### config.mk
export PLATFORM = sky130hd
export DESIGN_NAME = stable_priority_queue_flat
export DESIGN_NICKNAME = d
export VERILOG_FILES = /design/src/rtl/core/spq_pkg.sv /design/src/rtl/core/spq_req_if.sv /design/src/rtl/core/spq_rsp_if.sv /design/src/rtl/core/spq_cell.sv /design/src/rtl/core/stable_priority_queue.sv /design/src/flat_wrapper.sv
export SDC_FILE = /design/constraint.sdc
export NUM_CORES = 2
export LEC_CHECK = 0
export ABC_AREA = 1
export CAP_MARGIN = 40
export CORE_MARGIN = 3
export CORE_UTILIZATION = 45
export CTS_CLUSTER_SIZE = 24
export DETAILED_ROUTE_END_ITERATION = 8
export DONT_BUFFER_PORTS = 1
export HOLD_SLACK_MARGIN = 0.12
export PLACE_DENSITY_LB_ADDON = 0.08
export SYNTH_ARGS = -nofsm -noshare
export SYNTH_HDL_FRONTEND = slang
export SYNTH_SLANG_ARGS = --single-unit
### constraint.sdc
create_clock -name clk -period 4.02 [get_ports clk]
set_input_delay 0 -clock clk [delete_from_list [all_inputs] [get_ports clk]]
set_output_delay 0 -clock clk [all_outputs]
set_load 0.05 [all_outputs]
### src/rtl/core/spq_pkg.sv
// Shared types and constants for the stable priority queue.
package spq_pkg;

	localparam int REQ_W       = 2;
	localparam int VALUE_W     = 32;
	localparam int PRIO_FLD_W  = 8;
	localparam int STATUS_W    = 2;
	localparam int POS_FLD_W   = 4;
	localparam int OCC_FLD_W   = 5;

	localparam logic [REQ_W-1:0] REQ_INSERT = 2'd0;
	localparam logic [REQ_W-1:0] REQ_REMOVE = 2'd1;
	localparam logic [REQ_W-1:0] REQ_SEARCH = 2'd2;

	localparam logic [STATUS_W-1:0] ST_OK        = 2'd0;
	localparam logic [STATUS_W-1:0] ST_EMPTY     = 2'd1;
	localparam logic [STATUS_W-1:0] ST_FULL      = 2'd2;
	localparam logic [STATUS_W-1:0] ST_NOT_FOUND = 2'd3;

	typedef enum logic [1:0] {
		FSM_IDLE   = 2'b01,
		FSM_SEARCH = 2'b10
	} fsm_state_t;

	typedef struct packed {
		logic ins;
		logic shl;
	} cell_cmd_t;

endpackage

### src/rtl/core/spq_req_if.sv
// Request channel: valid/ready handshake with insert, remove and search payload.
interface spq_req_if;
	import spq_pkg::*;

	logic                      valid;
	logic                      ready;
	logic [REQ_W-1:0]          req_type;
	logic signed [VALUE_W-1:0] element_value;
	logic [PRIO_FLD_W-1:0]     priority_req;

	modport source (output valid, req_type, element_value, priority_req, input ready);
	modport sink   (input valid, req_type, element_value, priority_req, output ready);
endinterface

### src/rtl/core/spq_rsp_if.sv
// Response channel: valid/ready handshake with status and entry payload.
interface spq_rsp_if;
	import spq_pkg::*;

	logic                      valid;
	logic                      ready;
	logic [STATUS_W-1:0]       status;
	logic signed [VALUE_W-1:0] value_out;
	logic [PRIO_FLD_W-1:0]     priority_out;
	logic [POS_FLD_W-1:0]      position;
	logic [OCC_FLD_W-1:0]      occupancy;

	modport source (output valid, status, value_out, priority_out, position, occupancy,
		input ready);
	modport sink   (input valid, status, value_out, priority_out, position, occupancy,
		output ready);
endinterface

### src/rtl/core/spq_cell.sv
// One queue slot: holds an entry and shifts it toward the head or tail.
module spq_cell import spq_pkg::*; #(
	parameter int PRIO_BITS = 8
) (
	input  logic                      clk,
	input  logic                      arst_n,
	input  cell_cmd_t                 cmd,
	input  logic signed [VALUE_W-1:0] new_value,
	input  logic [PRIO_BITS-1:0]      new_prio,
	input  logic                      left_ins,
	input  logic                      left_valid,
	input  logic signed [VALUE_W-1:0] left_value,
	input  logic [PRIO_BITS-1:0]      left_prio,
	input  logic                      right_valid,
	input  logic signed [VALUE_W-1:0] right_value,
	input  logic [PRIO_BITS-1:0]      right_prio,
	output logic                      valid,
	output logic signed [VALUE_W-1:0] value,
	output logic [PRIO_BITS-1:0]      prio,
	output logic                      ins
);

	logic                      valid_q;
	logic signed [VALUE_W-1:0] value_q;
	logic [PRIO_BITS-1:0]      prio_q;

	assign ins   = !valid_q || (prio_q > new_prio);
	assign valid = valid_q;
	assign value = value_q;
	assign prio  = prio_q;

	always_ff @(posedge clk or negedge arst_n) begin
		if (!arst_n) begin
			valid_q <= 1'b0;
		end else if (cmd.shl) begin
			valid_q <= right_valid;
		end else if (cmd.ins) begin
			if (left_ins) begin
				valid_q <= left_valid;
			end else if (ins) begin
				valid_q <= 1'b1;
			end
		end
	end

	always_ff @(posedge clk) begin
		if (cmd.shl) begin
			value_q <= right_value;
			prio_q  <= right_prio;
		end else if (cmd.ins) begin
			if (left_ins) begin
				value_q <= left_value;
				prio_q  <= left_prio;
			end else if (ins) begin
				value_q <= new_value;
				prio_q  <= new_prio;
			end
		end
	end

endmodule

### src/rtl/core/stable_priority_queue.sv
// Stable priority queue top level: cell chain, request control and response register.
//
// Entries sit in a chain of DEPTH cells kept in ascending priority order, ties in
// arrival order. For insert, remove and unused request codes the item is accepted
// and its response is loaded into the output register at the same edge. A search
// rotates the chain one place per cycle until every entry has passed the head
// cell, where it is compared with the key, and the full rotation leaves the order
// as it was. A new request is accepted when no search is running and the output
// register is empty or being read in that cycle.
module stable_priority_queue import spq_pkg::*; #(
	parameter int DEPTH     = 16,
	parameter int PRIO_BITS = 8
) (
	input  logic      clk,
	input  logic      arst_n,
	spq_req_if.sink   req,
	spq_rsp_if.source rsp
);

	localparam int CW = $clog2(DEPTH + 1);
	localparam int SW = $clog2(DEPTH);

	function automatic logic [PRIO_BITS-1:0] prio_in(input logic [PRIO_FLD_W-1:0] p);
		logic [PRIO_BITS-1:0] r;
		r = '0;
		for (int b = 0; b < PRIO_BITS && b < PRIO_FLD_W; b++) r[b] = p[b];
		return r;
	endfunction

	function automatic logic [PRIO_FLD_W-1:0] prio_out(input logic [PRIO_BITS-1:0] p);
		logic [PRIO_FLD_W-1:0] r;
		r = '0;
		for (int b = 0; b < PRIO_BITS && b < PRIO_FLD_W; b++) r[b] = p[b];
		return r;
	endfunction

	function automatic logic [POS_FLD_W-1:0] pos_out(input logic [SW-1:0] p);
		logic [POS_FLD_W-1:0] r;
		r = '0;
		for (int b = 0; b < SW && b < POS_FLD_W; b++) r[b] = p[b];
		return r;
	endfunction

	function automatic logic [OCC_FLD_W-1:0] occ_out(input logic [CW-1:0] c);
		logic [OCC_FLD_W-1:0] r;
		r = '0;
		for (int b = 0; b < CW && b < OCC_FLD_W; b++) r[b] = c[b];
		return r;
	endfunction

	fsm_state_t                state_q;
	logic [CW-1:0]             count_q;
	logic [SW-1:0]             step_q;
	logic signed [VALUE_W-1:0] key_q;
	logic                      found_q;
	logic signed [VALUE_W-1:0] fvalue_q;
	logic [PRIO_BITS-1:0]      fprio_q;
	logic [SW-1:0]             fpos_q;

	logic                      out_valid_q;
	logic [STATUS_W-1:0]       out_status_q;
	logic signed [VALUE_W-1:0] out_value_q;
	logic [PRIO_FLD_W-1:0]     out_prio_q;
	logic [POS_FLD_W-1:0]      out_pos_q;
	logic [OCC_FLD_W-1:0]      out_occ_q;

	logic                      accept;
	logic                      is_full;
	logic                      is_empty;
	logic                      hit;
	logic                      last_step;
	logic [PRIO_BITS-1:0]      new_prio;
	cell_cmd_t                 cmd;

	logic                      c_valid [DEPTH];
	logic signed [VALUE_W-1:0] c_value [DEPTH];
	logic [PRIO_BITS-1:0]      c_prio  [DEPTH];
	logic                      c_ins   [DEPTH];

	assign req.ready = (state_q == FSM_IDLE) && (!out_valid_q || rsp.ready);
	assign accept    = req.valid && req.ready;
	assign is_full   = (count_q == CW'(DEPTH));
	assign is_empty  = (count_q == '0);
	assign new_prio  = prio_in(req.priority_req);
	assign hit       = c_valid[0] && (c_value[0] == key_q) && !found_q;
	assign last_step = (step_q == SW'(DEPTH - 1));

	always_comb begin
		cmd.ins = accept && (req.req_type == REQ_INSERT) && !is_full;
		cmd.shl = (accept && (req.req_type == REQ_REMOVE) && !is_empty)
			|| (state_q == FSM_SEARCH);
	end

	for (genvar i = 0; i < DEPTH; i++) begin : g_cell
		logic                      l_ins;
		logic                      l_valid;
		logic signed [VALUE_W-1:0] l_value;
		logic [PRIO_BITS-1:0]      l_prio;
		logic                      r_valid;
		logic signed [VALUE_W-1:0] r_value;
		logic [PRIO_BITS-1:0]      r_prio;

		if (i == 0) begin : g_head
			assign l_ins   = 1'b0;
			assign l_valid = 1'b0;
			assign l_value = '0;
			assign l_prio  = '0;
		end else begin : g_body
			assign l_ins   = c_ins[i-1];
			assign l_valid = c_valid[i-1];
			assign l_value = c_value[i-1];
			assign l_prio  = c_prio[i-1];
		end

		if (i == DEPTH - 1) begin : g_tail
			assign r_valid = (state_q == FSM_SEARCH) && c_valid[0];
			assign r_value = c_value[0];
			assign r_prio  = c_prio[0];
		end else begin : g_inner
			assign r_valid = c_valid[i+1];
			assign r_value = c_value[i+1];
			assign r_prio  = c_prio[i+1];
		end

		spq_cell #(.PRIO_BITS(PRIO_BITS)) u_cell (
			.clk         (clk),
			.arst_n      (arst_n),
			.cmd         (cmd),
			.new_value   (req.element_value),
			.new_prio    (new_prio),
			.left_ins    (l_ins),
			.left_valid  (l_valid),
			.left_value  (l_value),
			.left_prio   (l_prio),
			.right_valid (r_valid),
			.right_value (r_value),
			.right_prio  (r_prio),
			.valid       (c_valid[i]),
			.value       (c_value[i]),
			.prio        (c_prio[i]),
			.ins         (c_ins[i])
		);
	end

	always_ff @(posedge clk or negedge arst_n) begin
		if (!arst_n) begin
			state_q     <= FSM_IDLE;
			count_q     <= '0;
			step_q      <= '0;
			found_q     <= 1'b0;
			out_valid_q <= 1'b0;
		end else begin
			if ((accept && req.req_type != REQ_SEARCH)
					|| (state_q == FSM_SEARCH && last_step)) begin
				out_valid_q <= 1'b1;
			end else if (rsp.valid && rsp.ready) begin
				out_valid_q <= 1'b0;
			end
			case (state_q)
				FSM_IDLE: begin
					if (accept) begin
						if (req.req_type == REQ_SEARCH) begin
							state_q <= FSM_SEARCH;
							step_q  <= '0;
							found_q <= 1'b0;
						end else begin
							if (cmd.ins) begin
								count_q <= count_q + 1'b1;
							end else if (req.req_type == REQ_REMOVE && !is_empty) begin
								count_q <= count_q - 1'b1;
							end
						end
					end
				end
				FSM_SEARCH: begin
					step_q <= step_q + 1'b1;
					if (hit) begin
						found_q <= 1'b1;
					end
					if (last_step) begin
						state_q <= FSM_IDLE;
					end
				end
				default: begin
					state_q <= FSM_IDLE;
				end
			endcase
		end
	end

	always_ff @(posedge clk) begin
		if (accept && req.req_type == REQ_SEARCH) begin
			key_q <= req.element_value;
		end
		if (state_q == FSM_SEARCH && hit) begin
			fvalue_q <= c_value[0];
			fprio_q  <= c_prio[0];
			fpos_q   <= step_q;
		end
	end

	always_ff @(posedge clk) begin
		if (accept && req.req_type != REQ_SEARCH) begin
			out_pos_q <= '0;
			case (req.req_type)
				REQ_INSERT: begin
					out_value_q <= '0;
					out_prio_q  <= '0;
					if (is_full) begin
						out_status_q <= ST_FULL;
						out_occ_q    <= occ_out(count_q);
					end else begin
						out_status_q <= ST_OK;
						out_occ_q    <= occ_out(count_q + 1'b1);
					end
				end
				REQ_REMOVE: begin
					if (is_empty) begin
						out_status_q <= ST_EMPTY;
						out_value_q  <= '0;
						out_prio_q   <= '0;
						out_occ_q    <= occ_out(count_q);
					end else begin
						out_status_q <= ST_OK;
						out_value_q  <= c_value[0];
						out_prio_q   <= prio_out(c_prio[0]);
						out_occ_q    <= occ_out(count_q - 1'b1);
					end
				end
				default: begin
					out_status_q <= ST_OK;
					out_value_q  <= '0;
					out_prio_q   <= '0;
					out_occ_q    <= occ_out(count_q);
				end
			endcase
		end else if (state_q == FSM_SEARCH && last_step) begin
			out_occ_q <= occ_out(count_q);
			if (found_q) begin
				out_status_q <= ST_OK;
				out_value_q  <= fvalue_q;
				out_prio_q   <= prio_out(fprio_q);
				out_pos_q    <= pos_out(fpos_q);
			end else if (hit) begin
				out_status_q <= ST_OK;
				out_value_q  <= c_value[0];
				out_prio_q   <= prio_out(c_prio[0]);
				out_pos_q    <= pos_out(step_q);
			end else begin
				out_status_q <= ST_NOT_FOUND;
				out_value_q  <= '0;
				out_prio_q   <= '0;
				out_pos_q    <= '0;
			end
		end
	end

	assign rsp.valid        = out_valid_q;
	assign rsp.status       = out_status_q;
	assign rsp.value_out    = out_value_q;
	assign rsp.priority_out = out_prio_q;
	assign rsp.position     = out_pos_q;
	assign rsp.occupancy    = out_occ_q;

endmodule
### src/flat_wrapper.sv
// flat-port wrapper written by rule: the top's interface ports become plain ports
module stable_priority_queue_flat import spq_pkg::*;
#(
	parameter int DEPTH     = 16,
	parameter int PRIO_BITS = 8
)
  (clk, arst_n, req_valid, req_req_type, req_element_value, req_priority_req, req_ready, rsp_valid, rsp_status, rsp_value_out, rsp_priority_out, rsp_position, rsp_occupancy, rsp_ready);
  spq_req_if req_i ();
  spq_rsp_if rsp_i ();
  input  logic clk;
  input  logic arst_n;
  input wire logic [$bits(req_i.valid)-1:0] req_valid;
  input wire logic [$bits(req_i.req_type)-1:0] req_req_type;
  input wire logic [$bits(req_i.element_value)-1:0] req_element_value;
  input wire logic [$bits(req_i.priority_req)-1:0] req_priority_req;
  output wire logic [$bits(req_i.ready)-1:0] req_ready;
  output wire logic [$bits(rsp_i.valid)-1:0] rsp_valid;
  output wire logic [$bits(rsp_i.status)-1:0] rsp_status;
  output wire logic [$bits(rsp_i.value_out)-1:0] rsp_value_out;
  output wire logic [$bits(rsp_i.priority_out)-1:0] rsp_priority_out;
  output wire logic [$bits(rsp_i.position)-1:0] rsp_position;
  output wire logic [$bits(rsp_i.occupancy)-1:0] rsp_occupancy;
  input wire logic [$bits(rsp_i.ready)-1:0] rsp_ready;
  assign req_i.valid = req_valid;
  assign req_i.req_type = req_req_type;
  assign req_i.element_value = req_element_value;
  assign req_i.priority_req = req_priority_req;
  assign req_ready = req_i.ready;
  assign rsp_valid = rsp_i.valid;
  assign rsp_status = rsp_i.status;
  assign rsp_value_out = rsp_i.value_out;
  assign rsp_priority_out = rsp_i.priority_out;
  assign rsp_position = rsp_i.position;
  assign rsp_occupancy = rsp_i.occupancy;
  assign rsp_i.ready = rsp_ready;
  stable_priority_queue #(.DEPTH(DEPTH), .PRIO_BITS(PRIO_BITS)) u_core (.clk(clk), .arst_n(arst_n), .req(req_i), .rsp(rsp_i));
endmodule
==> metrics.csv <==
metric,value,unit
cts-root-buf,clkbuf_16,
worstHoldStart,req_priority_req[0],
drive_gt1_share,5.75,%
grtUsageTotal,26.9,%
clockBufferDepth,3,
start_util,45.8,%
leakage,18.0,nW
grt_pass1_wl,206000,microns
cts-buffers-inserted,89,
crit_buf_inv,6,
place_area,43600,sq um
place_hpwl,89800,microns
totalWireLength,137000,microns
drtIter0Drc,5402,
crit_path_max_fanout,21,
finalInstanceArea,47400,sq um
ant_nets,0,
final_nets,4975,
async_flop_share,3.64,%
drv_slew,0,
dieWidth,315,microns
core,94000,sq um
slew_headroom,34.9,%
reg2reg_depth,10,
wl_per_cell,22.3,microns
setup_ws,419,ps
crit_type,in -> reg,
grt_max_degree,179,
clock_sinks,796,
crit_family,buffers and inverters,
synth_top_cell_area_share,53.3,%
final.setup_skew,26.2,ps
synthDistinctLibCells,36,
cts_resized,0,
slowest_delay,1130,ps
fillers,8716,
status,"finished, final reports clean",
ir_drop,0.392,mV
vias,35000,
syn_area_per_cell,8.75,sq um
worst_slew_pin_slew,973,ps
syn-cell-area,43000,sq um
grt_pass1_vias,31700,
critPathRequiredTime,4320,ps
synth_top_area_cell,edfxtp_1,
rsz0062_at_grt,false,
firstDrtPassIters,5,
holdCritPathClass,in -> reg,
rrSetupSlack,800,ps
dp_worst_setup_slack,839,ps
crit_path_start,req_priority_req[5],
whs_path_depth,7,
drc,0,
synth_edf_count,763,
htree_levels,3,
worstPathCellList,dlygate4sd3_1 > inv_1 > ha_1 > nand2_1 > nor2_1 > nand2_1 > nand2_1 > nand2_1 > nand2_1 > clkinv_1 > buf_4 > nand2_1 > nand2_1 > inv_2 > buf_4,
fp.dieH,315,microns
area_growth,10.2,%
maxCapViolCount,0,
finalSetupViolations,0,
num_rows,112,
finalCritPeriodShare,89.6,%
worst_ep_arrival_time,3900,ps
fin_hold_ws,147,ps
powerDensity,683,nW/um^2
fin_crit,3600,ps
synth_area_leaders,"edfxtp_1 53%, a21oi_1 14%, nand2_1 10%",
slowest_stage,dlygate4sd3_1,
antenna_found_initial,2,
max_freq,278,MHz
tns,0,ps
gp_congestion,0.867,
clk_pin_slew_worst_paths,60,ps
path_common_cell,nand2_1,
cts_tree,built,
grt_overflow,0,
startpoint_type,input pin,
reg2reg_to,u_core.g_cell[6].u_cell.value[9]$_DFFE_PP_,
yosys_warnings,0,
dieArea,99400,sq um
fin_util,50.4,%
synth_seq_cells,796,
end_kind,register,
worstReg2RegStart,u_core.rsp.valid$_DFFE_PN0P_,
postSynthCellCount,4918,
clkLatencyLatePin,660,ps
portBuffers,0,
min_delay_worst_endpoint,u_core.g_cell[12].u_cell.valid$_DFFE_PN0P_,
seq_area_frac_synth,55.1,%
syn_nets,5095,
io_pins,99,
detail_route.vias_per_cell,5.71,
synthFlopType,edfxtp_1,
hold_viol,0,
[power breakdown]
group / switching (mW) / total (mW) / internal [mW]
registers: 1.78 / 14.2 / 12.4
clock network: 3.47 / 8.20 / 4.73
logic: 6.85 / 10.0 / 3.19
total: 12.1 / 32.4 / 20.3
[cell families (layout without fill, tap and decap cells)]
logic type	after synthesis	in the layout	share of synthesized area (%)
flip-flops	796	796	55.1
buffers and inverters	628	580	6.62
AO/OA/AOI/OAI	1338	1338	15.9
adder cells (fa/ha/maj)	131	131	3.81
AND/OR/NAND/NOR	2011	2011	18.3
XOR/XNOR	14	14	0.285
other	0	1	0
[sequential cells by signal (all words and copies together) (netlist names)]
register and flops:
u_core.found_q 1, u_core.key_q 32, u_core.fprio_q 8, u_core.rsp.position 4
u_core.rsp.status 2, u_core.fpos_q 4, u_core.rsp.priority_out 8, u_core.g_cell.u_cell.prio 128
u_core.rsp.valid 1, u_core.fvalue_q 32, u_core.rsp.value_out 32, u_core.g_cell.u_cell.valid 16
u_core.state_q 2, u_core.g_cell.u_cell.value 512, u_core.count_q 5, u_core.rsp.occupancy 5
u_core.step_q 4
[placed cells by master, fill, tap and decap left out, types with 17 or more instances in the layout]
cell type,synthesis,routed
clkbuf_16,0,91
buf_4,41,77
nor2_1,669,666
nand3_1,72,72
nand2_1,1183,1180
clkbuf_1,192,23
ha_1,131,131
a21oi_2,20,20
a21oi_1,1175,1175
edfxtp_1,763,763
buf_12,0,22
dlygate4sd3_1,0,52
o21ai_0,116,116
dfrtp_1,28,28
buf_8,1,17
clkinv_1,5,31
inv_1,240,227
nand4_1,71,71
[Yosys cell counts (all sizes together), types with 7 or more instances]
| master | instances |
|---|---|
| a21oi | 1195 |
| buf | 188 |
| clkbuf | 192 |
| dfrtp | 28 |
| edfxtp | 763 |
| ha | 131 |
| inv | 243 |
| nand2 | 1185 |
| nand3 | 72 |
| nand4 | 71 |
| nor2 | 673 |
| o21a | 13 |
| o21ai | 117 |
| o21bai | 7 |
| xnor2 | 7 |
| xor2 | 7 |
[stage by stage]
step / cells / power (mW)
5_1_grt: 6124 / 34.2
6_report: 6125 / 32.4
4_1_cts: 6105 / 32.4
3_3_place_gp: 5881 / 23.7
2_1_floorplan: 4918 / 20.9
3_5_place_dp: 5884 / 23.9
[tightest hold or removal path: cells and delay by family]
kind          cells  cell delay, ps
fa+ha+maj         1             120
simple gates      6             650
[area by class of cell]
type                    count  area [sq um]  share of cell area (%)
multi-input cells        3494         16500                    34.8
repair buffers            169          1820                    3.84
inverters                 248           938                    1.98
clock inverters            46           450                   0.950
diodes                      1          2.50                 0.00528
flip-flops and latches    796         23700                    50.0
clock buffers             117          2400                    5.07
well taps                1254          1570                    3.31
[per-layer routing]
| metal | part of all wire [%] | GRT usage, % | vias to the layer above |
|---|---|---|---|
| met5 | 0.020 | 0 | - |
| met4 | 1.5 | 5.26 | 4 |
| met3 | 10 | 4.14 | 148 |
| met2 | 40 | 36.2 | 1697 |
| met1 | 48 | 44.8 | 16600 |
| li1 | - | - | 16500 |
[worst max path at each step]
stage                                                             end  slack [ps]  depth (start not counted)
after floorplan                            u_core.fpos_q[0]$_DFFE_PP_         450                          6
after global placement     u_core.g_cell[6].u_cell.value[7]$_DFFE_PP_         900                         10
after detailed placement   u_core.g_cell[6].u_cell.value[7]$_DFFE_PP_         840                         10
after CTS                  u_core.g_cell[1].u_cell.value[9]$_DFFE_PP_         210                         13
after global routing      u_core.g_cell[1].u_cell.value[10]$_DFFE_PP_         170                         13
final                     u_core.g_cell[9].u_cell.value[15]$_DFFE_PP_         420                         15
[timing repair]
item                      in CTS  in global routing
buffers inserted               0                  0
hold buffers                  58                  2
hold endpoints to repair     755                  2
No activity file was read; power rests on OpenSTA's default activity.
